$ cat src/hw/rtl/rlfp_pkg.sv
// ----------------------------------------------------------------------------
// rlfp_pkg
// Shared types and sizing for the reference-counted latest-frame pool.
// ----------------------------------------------------------------------------
`default_nettype none

package rlfp_pkg;

   localparam int SLOTS    = 4;
   localparam int REF_BITS = 8;
   localparam int SLOT_W   = (SLOTS > 1) ? $clog2(SLOTS) : 1;
   localparam int BUSY_W   = $clog2(SLOTS + 1);

   typedef logic [SLOT_W-1:0]   slot_type;
   typedef logic [REF_BITS-1:0] count_type;
   typedef logic [31:0]         seq_type;
   typedef logic [BUSY_W-1:0]   busy_type;

   typedef enum logic [1:0] {
      OP_ACQUIRE = 2'd0,
      OP_PUBLISH = 2'd1,
      OP_CLAIM   = 2'd2,
      OP_RELEASE = 2'd3
   } op_type;

   typedef enum logic [2:0] {
      ST_OK            = 3'd0,
      ST_NO_FREE       = 3'd1,
      ST_NOTHING_NEWER = 3'd2,
      ST_UNDERFLOW     = 3'd3,
      ST_OVERFLOW      = 3'd4
   } status_type;

endpackage

`default_nettype wire

$ cat src/hw/rtl/refcounted_latest_frame_pool.sv
// ----------------------------------------------------------------------------
// refcounted_latest_frame_pool
// Frame slot pool with reference counts, latest-frame tracking and statistics.
// ----------------------------------------------------------------------------
// One request gives one response. A request is registered on transfer and is
// processed once the response register is free or being emptied; the slot
// state is updated in that same cycle, so the next request sees it. Throughput
// is one request per cycle while the receiver does not stall. A request passes
// through the request register, then the slot search and count update, then
// the response register. Status and counters in a response reflect state after
// the request.
// ----------------------------------------------------------------------------
`default_nettype none

module refcounted_latest_frame_pool (
   input  wire logic        clock,
   input  wire logic        reset,
   input  wire logic        req_valid,
   output logic             req_stall,
   input  wire logic [1:0]  req_operation,
   input  wire logic [1:0]  req_slot_index,
   input  wire logic [31:0] req_newer_than,
   output logic             rsp_valid,
   input  wire logic        rsp_stall,
   output logic [2:0]       rsp_status,
   output logic [1:0]       rsp_granted_slot,
   output logic [31:0]      rsp_granted_seq,
   output logic [2:0]       rsp_slots_busy,
   output logic [31:0]      rsp_publishes_total,
   output logic [31:0]      rsp_acquire_misses
);

   // request register
   logic        in_valid_ff, in_valid_in;
   logic [1:0]  op_ff;
   logic [1:0]  idx_ff;
   logic [31:0] newer_ff;

   // pool state
   rlfp_pkg::count_type ref_counts_ff [rlfp_pkg::SLOTS];
   rlfp_pkg::count_type ref_counts_in [rlfp_pkg::SLOTS];
   rlfp_pkg::seq_type   slot_seqs_ff  [rlfp_pkg::SLOTS];
   rlfp_pkg::seq_type   slot_seqs_in  [rlfp_pkg::SLOTS];
   logic                latest_valid_ff, latest_valid_in;
   rlfp_pkg::slot_type  latest_slot_ff, latest_slot_in;
   rlfp_pkg::seq_type   seq_counter_ff, seq_counter_in;
   rlfp_pkg::seq_type   publish_tally_ff, publish_tally_in;
   rlfp_pkg::seq_type   miss_tally_ff, miss_tally_in;

   // response register
   logic                rsp_valid_ff, rsp_valid_in;
   rlfp_pkg::status_type status_ff, status_in;
   logic [1:0]          gslot_ff, gslot_in;
   rlfp_pkg::seq_type   gseq_ff, gseq_in;
   rlfp_pkg::busy_type  busy_ff, busy_in;

   logic                advance;
   logic                idx_ok;
   rlfp_pkg::slot_type  idx;
   rlfp_pkg::op_type    op;
   logic                acq_found;
   rlfp_pkg::slot_type  acq_slot;

   assign advance   = in_valid_ff && (!rsp_valid_ff || !rsp_stall);
   assign req_stall = in_valid_ff && !advance;
   assign in_valid_in = (req_valid && !req_stall) || (in_valid_ff && !advance);
   assign rsp_valid_in = advance || (rsp_valid_ff && rsp_stall);

   assign op     = rlfp_pkg::op_type'(op_ff);
   assign idx_ok = 32'(idx_ff) < 32'(rlfp_pkg::SLOTS);
   assign idx    = rlfp_pkg::slot_type'(idx_ff);

   // lowest free slot
   always_comb begin
      acq_found = 1'b0;
      acq_slot  = '0;
      for (int i = rlfp_pkg::SLOTS - 1; i >= 0; i--) begin
         if (ref_counts_ff[i] == '0) begin
            acq_found = 1'b1;
            acq_slot  = rlfp_pkg::slot_type'(i);
         end
      end
   end

   always_comb begin
      rlfp_pkg::count_type lc;
      rlfp_pkg::count_type ic;
      rlfp_pkg::seq_type   ls;
      ref_counts_in    = ref_counts_ff;
      slot_seqs_in     = slot_seqs_ff;
      latest_valid_in  = latest_valid_ff;
      latest_slot_in   = latest_slot_ff;
      seq_counter_in   = seq_counter_ff;
      publish_tally_in = publish_tally_ff;
      miss_tally_in    = miss_tally_ff;
      status_in        = rlfp_pkg::ST_OK;
      gslot_in         = 2'd0;
      gseq_in          = '0;
      lc = ref_counts_ff[latest_slot_ff];
      ic = ref_counts_ff[idx];
      ls = slot_seqs_ff[latest_slot_ff];
      unique case (op)
         rlfp_pkg::OP_ACQUIRE: begin
            if (acq_found) begin
               ref_counts_in[acq_slot] = rlfp_pkg::count_type'(1);
               gslot_in = 2'(acq_slot);
            end else begin
               status_in     = rlfp_pkg::ST_NO_FREE;
               miss_tally_in = miss_tally_ff + 32'd1;
            end
         end
         rlfp_pkg::OP_PUBLISH: begin
            if (idx_ok) begin
               seq_counter_in    = seq_counter_ff + 32'd1;
               slot_seqs_in[idx] = seq_counter_ff + 32'd1;
               if (latest_valid_ff) begin
                  if (lc == '0) begin
                     status_in = rlfp_pkg::ST_UNDERFLOW;
                  end else begin
                     ref_counts_in[latest_slot_ff] = lc - rlfp_pkg::count_type'(1);
                  end
               end
               latest_slot_in   = idx;
               latest_valid_in  = 1'b1;
               publish_tally_in = publish_tally_ff + 32'd1;
               gseq_in          = seq_counter_ff + 32'd1;
            end
         end
         rlfp_pkg::OP_CLAIM: begin
            if (latest_valid_ff && (newer_ff == '0 || ls > newer_ff)) begin
               if (lc == '1) begin
                  status_in = rlfp_pkg::ST_OVERFLOW;
               end else begin
                  ref_counts_in[latest_slot_ff] = lc + rlfp_pkg::count_type'(1);
                  gslot_in = 2'(latest_slot_ff);
                  gseq_in  = ls;
               end
            end else begin
               status_in = rlfp_pkg::ST_NOTHING_NEWER;
            end
         end
         rlfp_pkg::OP_RELEASE: begin
            if (idx_ok) begin
               if (ic == '0) begin
                  status_in = rlfp_pkg::ST_UNDERFLOW;
               end else begin
                  ref_counts_in[idx] = ic - rlfp_pkg::count_type'(1);
               end
            end
         end
         default: begin
            status_in = rlfp_pkg::ST_OK;
         end
      endcase
   end

   always_comb begin
      busy_in = '0;
      for (int i = 0; i < rlfp_pkg::SLOTS; i++) begin
         busy_in = busy_in + rlfp_pkg::busy_type'(ref_counts_in[i] != '0);
      end
   end

   always_ff @(posedge clock) begin
      if (reset) begin
         in_valid_ff      <= 1'b0;
         rsp_valid_ff     <= 1'b0;
         latest_valid_ff  <= 1'b0;
         latest_slot_ff   <= '0;
         seq_counter_ff   <= '0;
         publish_tally_ff <= '0;
         miss_tally_ff    <= '0;
         for (int i = 0; i < rlfp_pkg::SLOTS; i++) begin
            ref_counts_ff[i] <= '0;
            slot_seqs_ff[i]  <= '0;
         end
      end else begin
         in_valid_ff  <= in_valid_in;
         rsp_valid_ff <= rsp_valid_in;
         if (advance) begin
            ref_counts_ff    <= ref_counts_in;
            slot_seqs_ff     <= slot_seqs_in;
            latest_valid_ff  <= latest_valid_in;
            latest_slot_ff   <= latest_slot_in;
            seq_counter_ff   <= seq_counter_in;
            publish_tally_ff <= publish_tally_in;
            miss_tally_ff    <= miss_tally_in;
         end
      end
   end

   always_ff @(posedge clock) begin
      if (req_valid && !req_stall) begin
         op_ff    <= req_operation;
         idx_ff   <= req_slot_index;
         newer_ff <= req_newer_than;
      end
      if (advance) begin
         status_ff <= status_in;
         gslot_ff  <= gslot_in;
         gseq_ff   <= gseq_in;
         busy_ff   <= busy_in;
      end
   end

   assign rsp_valid           = rsp_valid_ff;
   assign rsp_status          = status_ff;
   assign rsp_granted_slot    = gslot_ff;
   assign rsp_granted_seq     = gseq_ff;
   assign rsp_slots_busy      = 3'(busy_ff);
   assign rsp_publishes_total = publish_tally_ff;
   assign rsp_acquire_misses  = miss_tally_ff;

   // checks
   a_acquire_sets_one: assert property (@(posedge clock) disable iff (reset)
      advance && op == rlfp_pkg::OP_ACQUIRE && acq_found
      |=> ref_counts_ff[$past(acq_slot)] == rlfp_pkg::count_type'(1))
      else $error("acquired slot count not one");

   a_publish_latest: assert property (@(posedge clock) disable iff (reset)
      advance && op == rlfp_pkg::OP_PUBLISH && idx_ok
      |=> latest_valid_ff && latest_slot_ff == $past(idx))
      else $error("publish did not update latest slot");

   a_seq_only_on_publish: assert property (@(posedge clock) disable iff (reset)
      !(advance && op == rlfp_pkg::OP_PUBLISH) |=> $stable(seq_counter_ff))
      else $error("sequence counter moved without publish");

   a_miss_tally: assert property (@(posedge clock) disable iff (reset)
      advance && op == rlfp_pkg::OP_ACQUIRE && !acq_found
      |=> miss_tally_ff == $past(miss_tally_ff) + 32'd1)
      else $error("failed acquire not counted");

endmodule

`default_nettype wire

$ cat config.mk
export PLATFORM = sky130hd
export DESIGN_NAME = refcounted_latest_frame_pool
export DESIGN_NICKNAME = d
export VERILOG_FILES = /design/src/hw/rtl/rlfp_pkg.sv /design/src/hw/rtl/refcounted_latest_frame_pool.sv
export SDC_FILE = /design/constraint.sdc
export NUM_CORES = 1
export LEC_CHECK = 0
export ABC_CLOCK_PERIOD_IN_PS = 8570
export BUFFER_PORTS_ARGS = -buffer_cell sky130_fd_sc_hd__buf_2
export CAP_MARGIN = 20
export CORE_ASPECT_RATIO = 0.6
export CORE_MARGIN = 3
export CORE_UTILIZATION = 52
export CTS_BUF_LIST = sky130_fd_sc_hd__clkbuf_8
export DETAILED_ROUTE_END_ITERATION = 8
export MAX_ROUTING_LAYER = met4
export PLACE_DENSITY = 0.74
export SYNTH_ARGS = -nofsm -noshare
export SYNTH_HDL_FRONTEND = slang
export SYNTH_SLANG_ARGS = --single-unit
export TNS_END_PERCENT = 5
$ cat constraint.sdc
create_clock -name clock -period 8.57 [get_ports clock]
set_clock_uncertainty 0.2 [all_clocks]
set_input_delay 1.714 -clock clock [delete_from_list [all_inputs] [get_ports clock]]
set_output_delay 1.714 -clock clock [all_outputs]
set_load 0.01 [all_outputs]
After elaboration in Yosys (flattened, before gate mapping):

Cells that the tools add are included.

* bits in registers: 337
* latch bits: 0
* RAM bits: 0
* ROM bits: 0
* output and inout bits: 106
* word-level logic and storage cells: 129
* memories kept: 0

* add/subtract/negate cells: 9
* $mul: 0
* divide/modulo/power cells: 0
* magnitude comparators: 7
* equality and inequality tests: 4
* shift operators: 0
* muxes and demuxes: 50
* bitwise logic cells: 7
* reduce and logical (&&, ||, !) cells: 30

Operators by type and width (number)
* two-way mux 32 bit: 11
* bitwise mux 128 bit: 1
* case mux 32 bit (4 select lines): 1
* adder 32 x 1 -> 32 bit (second input constant): 3
* bitwise mux 32 bit: 3
* binary-select mux 32 bit (select 2 bit): 1
* demux 32 bit (select 2 bit): 1
* case mux 32 bit (2 select lines): 1
* two-way mux 8 bit: 7
* demux 8 bit (select 2 bit): 3
* logical NOT 8 bit: 6
* binary-select mux 8 bit (select 2 bit): 2
* > comparator 32 bit: 1
* logical NOT 32 bit: 1
* nonzero test 8 bit: 4
* bitwise AND 28 bit: 1
* inverter 28 bit: 1
* two-way mux 2 bit: 10
* subtractor 8 x 1 -> 8 bit (second input constant): 2
* case mux 3 bit (4 select lines): 1
* >= comparator 3 bit (second input constant): 3
* < comparator 3 x 1 -> 1 bit (second input constant): 3
* inverter 2 -> 3 bit: 3
* adder 8 x 1 -> 8 bit (second input constant): 1
* 17 further kinds: 36

Longest topological paths before layout:

* depth after elaboration: 18
* depth in mapped cells: 21
* depth with buffers taken out: 15

Worst setup path before layout:

No wires, ideal clock.

* kind: register to register
* from: register latest_slot_ff[0]
* to: register busy_ff[1], in the netlist rsp_slots_busy[1], data pin
* setup time: 0.261 ns
* arrival time: 5.486 ns
* setup slack: 2.623 ns
* cell stages (with the launch flop): 20
* buffers on the path: 5
* period minus slack after synthesis: 5.947 ns
* path through: dfxtp_1 -> buf_6 -> buf_6 -> clkbuf_1 -> buf_1 -> mux4_2 -> ha_1 -> a21oi_1 -> nand2_1 -> a221oi_1 -> o221ai_1 -> a211oi_1 -> clkbuf_1 -> nor2_1 -> and3_1 -> o32ai_1 -> nand4_1 -> fa_1 -> ha_1 -> ha_1

* word-level cells in the longest chain between the ends: 13
* elaborated cells between the ends (all ways): 33

Ends and longest elaborated chain
* from (decl): RTL line refcounted_latest_frame_pool.sv:45 `rlfp_pkg::slot_type latest_slot_ff, latest_slot_in;`
* from (signal assigned): RTL line refcounted_latest_frame_pool.sv:184 `latest_slot_ff <= latest_slot_in;`
* inverter 2 -> 3 bit (not written as such) (*)
* binary-select mux 32 bit (select 2 bit), or another cell as far along: RTL line refcounted_latest_frame_pool.sv:101 `ls = slot_seqs_ff[latest_slot_ff];`
* two-way mux 32 bit (not written as such), or another cell as far along (2 in a row): RTL line refcounted_latest_frame_pool.sv:101
* > comparator 32 bit, or another cell as far along: RTL line refcounted_latest_frame_pool.sv:130 `if (latest_valid_ff && (newer_ff == '0 || ls > newer_ff)) begin`
* logical OR 1 bit, or another cell as far along: RTL line refcounted_latest_frame_pool.sv:130
* logical AND 1 bit, or another cell as far along: RTL line refcounted_latest_frame_pool.sv:130
* two-way mux 32 bit, on equally long branches: RTL line refcounted_latest_frame_pool.sv:130, refcounted_latest_frame_pool.sv:116
* case mux 32 bit (4 select lines) (*): RTL line refcounted_latest_frame_pool.sv:102 `unique case (op)`
* nonzero test 8 bit: RTL line refcounted_latest_frame_pool.sv:160 `busy_in = busy_in + rlfp_pkg::busy_type'(ref_counts_in[i] != '0);`
* adder 1 x 1 -> 2 bit: RTL line refcounted_latest_frame_pool.sv:160
* adder 2 x 1 -> 3 bit: RTL line refcounted_latest_frame_pool.sv:160
* adder 3 x 1 -> 3 bit (*): RTL line refcounted_latest_frame_pool.sv:160
* named net busy_in[1]: RTL line refcounted_latest_frame_pool.sv:55 `rlfp_pkg::busy_type busy_ff, busy_in;`
* to (signal assigned): RTL line refcounted_latest_frame_pool.sv:202 `busy_ff <= busy_in;`
* to (decl): RTL line refcounted_latest_frame_pool.sv:55

The timed path passes the listed nets; every way through them passes the cells marked *. The select of a mux whose other input is x is not followed.
A chain may end at the register's enable or synchronous reset.

Worst setup path in the final report:

* from: register latest_slot_ff[1]
* to: register busy_ff[1], in the netlist rsp_slots_busy[1], data pin

Same word-level chain as after synthesis.

==> metrics <==
leakage 7.28 nW; GP Congestion 1.07; total negative setup slack 0 ps; clk slew on worst S/H paths around 70 ps; CP Capture Point rsp_slots_busy[1]; Hold-fix buffers, CTS 0; clock sink count 337; reg2reg end rsp_slots_busy[1]; Setup crit end kind flip-flop; die area 36800 µm²; Least-Margin Pin Slew ~1100 ps; WP depth 14; H-tree levels 2; delay-heaviest family, CP simple AND/OR/NAND/NOR gates; relative slew slack between 20% and 30%; Final Cycle Share 76.4%; first-pass iteration count of the detailed router 6; minimum clock period 6550 ps; gr usage total 35.8%; DR iter-0 viols around 2000; grt ovf 0; reg2reg start latest_slot_ff[1]; Crit Path Class reg2reg; Reg2Reg Depth 14; Post-Syn Area ~18000 µm²; Final HPWL DP 46.7 mm; CP dominant cell by count ha_1; setup ws final 2020 ps; area leader, netlist dfxtp_1; vias in the first global route 15187; sequential share of the synthesized area 41.9%; Layout Cells excl Fill approximately 2600; clk root buf clkbuf_8; final hold vios 0; syn_nets 2061; Distinct cells, synth 85; largest net degree at the start of global routing between 100 and 150; antenna violations before repair 3; highest-count cells in the layout ignoring fill and taps 308 x nor2_1, 259 x dfxtp_1, 149 x nand2_1; Yosys reg bits 337; Post-CTS Resized 0; Core ar. about 33000 µm²; CP Cell Sequence buf_4 > mux4_2 > ha_1 > nand4_1 > or3_1 > o221ai_1 > a211o_1 > nand2_1 > and3_1 > o32ai_1 > nand4_1 > fa_1 > ha_1 > ha_1; Startpoint Class flip-flop; Post-synth EDFFs 76; clk buf depth 3; cell count after placement 2469; status finished clean; Remaining DRCs 0; max-capacitance violation count 0; # port buffers 145; NumNets Final 2156; Yosys top cell area share 29.2%; Vias 16357; CP Buf/Inv Count 1; unrepaired setup endpoints after global routing no; pre-CTS setup slack 2280 ps; postcts setup bufs 0; Syn Area/Cell between 9 and 10 µm²; synthesis-to-layout area growth 11.4%; largest cells by area after synthesis dfxtp_1 29%, edfxtp_1 13%, nor2_1 6.5%, mux4_2 6.2%, a211oi_1 6.0%; final antenna-violating net count 0; Syn. warnings 0; crit path DAT 6700 ps; Peak VDD IR 0.159 mV; Post-Synthesis Cells 1976; final wirelength approximately 64 mm; filler cell count 2838; Largest stage delay, worst path 850 ps; TritonCTS clock tree yes; global-route wire length before repair 96.6 mm; maximum clock rate 0.153 GHz; Top FF cell, synth dfxtp_1; slowest CP cell dfxtp_2; drt wl/cell 25.2 µm; worst-path fanout max 24; layout cells sized above 1 between 10% and 20%; worst skew pair latency around 610 ps; Async S/R FF share, synth 0%; Num CTS Buffers 49; Pins Over Slew Limit 0; Die Span X 246 µm; io pins 146; Final setup viols 0; cell area power density between 150 and 200 nW/µm²; most common cell after layout, fill and taps aside nor2_1; FF-to-FF setup slack 2020 ps; Die Height 150 µm; HP Class reg2reg; num rows 51; initial core utilization 54.0%; WP data required 8720 ps; Critical Path Start latest_slot_ff[1]; Via density around 6.4
-- layer usage --
| metal | part of all wire (%) | routed length (µm) | GRT usage [%] | vias up |
|---|---|---|---|---|
| li1 | - | - | - | 7395 |
| met1 | 46 | 29600 | 54.3 | 7866 |
| met2 | 36 | 23500 | 43.2 | 991 |
| met3 | 16 | 10400 | 15.5 | 105 |
| met4 | 1.6 | 1020 | 6.22 | 0 |
| met5 | 0 | 0 | - | - |
-- worst register-to-register path, delay by kind of cell (launching register included) --
| kind | cells | cell delay (ps) |
|---|---|---|
| and+or+nand+nor | 5 | 1680 |
| AOI/OAI and AO/OA | 3 | 1400 |
| adders and majority gates | 4 | 1370 |
| DFF | 1 | 850 |
| buffers and inverters | 1 | 410 |
| muxes | 1 | 370 |
-- power breakdown --
group          internal [mW]  leakage, nW  switching [mW]  total (mW)
sequential              1.66         2.86          0.0380        1.70
clock                  0.670        0.577           0.663        1.33
combinational          0.116         3.85           0.250       0.366
total                   2.45         7.28           0.951        3.40
-- registers in the layout (all words and copies together), names as in the netlist, 3 cells and up --
register and count:
newer_ff 32, ref_counts_ff 32, rsp_acquire_misses 32, rsp_granted_seq 32, rsp_publishes_total 32, rsp_slots_busy 3, rsp_status 3, seq_counter_ff 32
slot_seqs_ff 128
-- layout make-up --
| class | instances | area [µm²] | area share (%) |
|---|---|---|---|
| inverter | 59 | 221 | 1.11 |
| antenna | 1 | 2.50 | 0.0125 |
| multi-input combinational | 1448 | 9700 | 48.6 |
| sequential | 337 | 7510 | 37.6 |
| clock inverter | 31 | 173 | 0.864 |
| clock buffer | 60 | 826 | 4.13 |
| timing repair buffer | 176 | 977 | 4.89 |
| tap | 450 | 563 | 2.82 |
-- cells in the mapped netlist, types with 6 or more instances --
cell type,n
mux2_2,12
xor2_1,68
nand3_1,64
clkbuf_1,109
o211ai_1,8
a221oi_1,6
a21oi_1,104
mux4_2,49
nand4_1,31
or2_2,7
and4_1,10
a2bb2oi_1,15
dfxtp_1,261
o21ai_0,57
o31a_1,6
a31oi_1,10
a311oi_1,7
buf_2,9
edfxtp_1,76
or3_1,20
nor2_1,312
inv_1,58
a211oi_1,143
o22ai_1,7
nand2_1,149
buf_1,9
ha_1,44
nor2b_1,33
xnor2_1,57
nor3_1,41
nor4_1,23
and2_1,23
and3_1,23
nand2b_1,9
-- logic make-up after synthesis --
group,count (synthesis),synth area share (%)
AOI/OAI and AO/OA,447,17.5
xor gates and xnor gates,125,6.11
adders and majority gates,45,3.18
buffers and inverters,191,4.23
DFF,337,41.9
muxes,64,7.08
and+or+nand+nor,767,20.0
-- stage by stage --
stage | power [mW] | util (%) | area (µm²) | hold WS [ps]
after detailed placement | 2.08 | 57.1 | 19000 | 266
after global placement | 2.08 | 57.1 | 19000 | 255
final | 3.40 | 60.2 | 20000 | 275
after CTS | 3.39 | 60.1 | 20000 | 275
after global routing | 3.51 | 60.2 | 20000 | 304
after floorplan | 1.94 | - | 17900 | 249
-- worst min-delay path by stage --
stage,startpoint,end,slack (ps),depth (start not counted)
floorplan,seq_counter_ff[1],seq_counter_ff[1],250,2
global placement,seq_counter_ff[1],seq_counter_ff[1],250,2
detailed placement,slot_seqs_ff[1],slot_seqs_ff[1],270,2
CTS,slot_seqs_ff[1],slot_seqs_ff[1],280,2
global route,slot_seqs_ff[33],slot_seqs_ff[33],300,2
finish,slot_seqs_ff[1],slot_seqs_ff[1],280,2
Power figures use the tool's default switching activity.
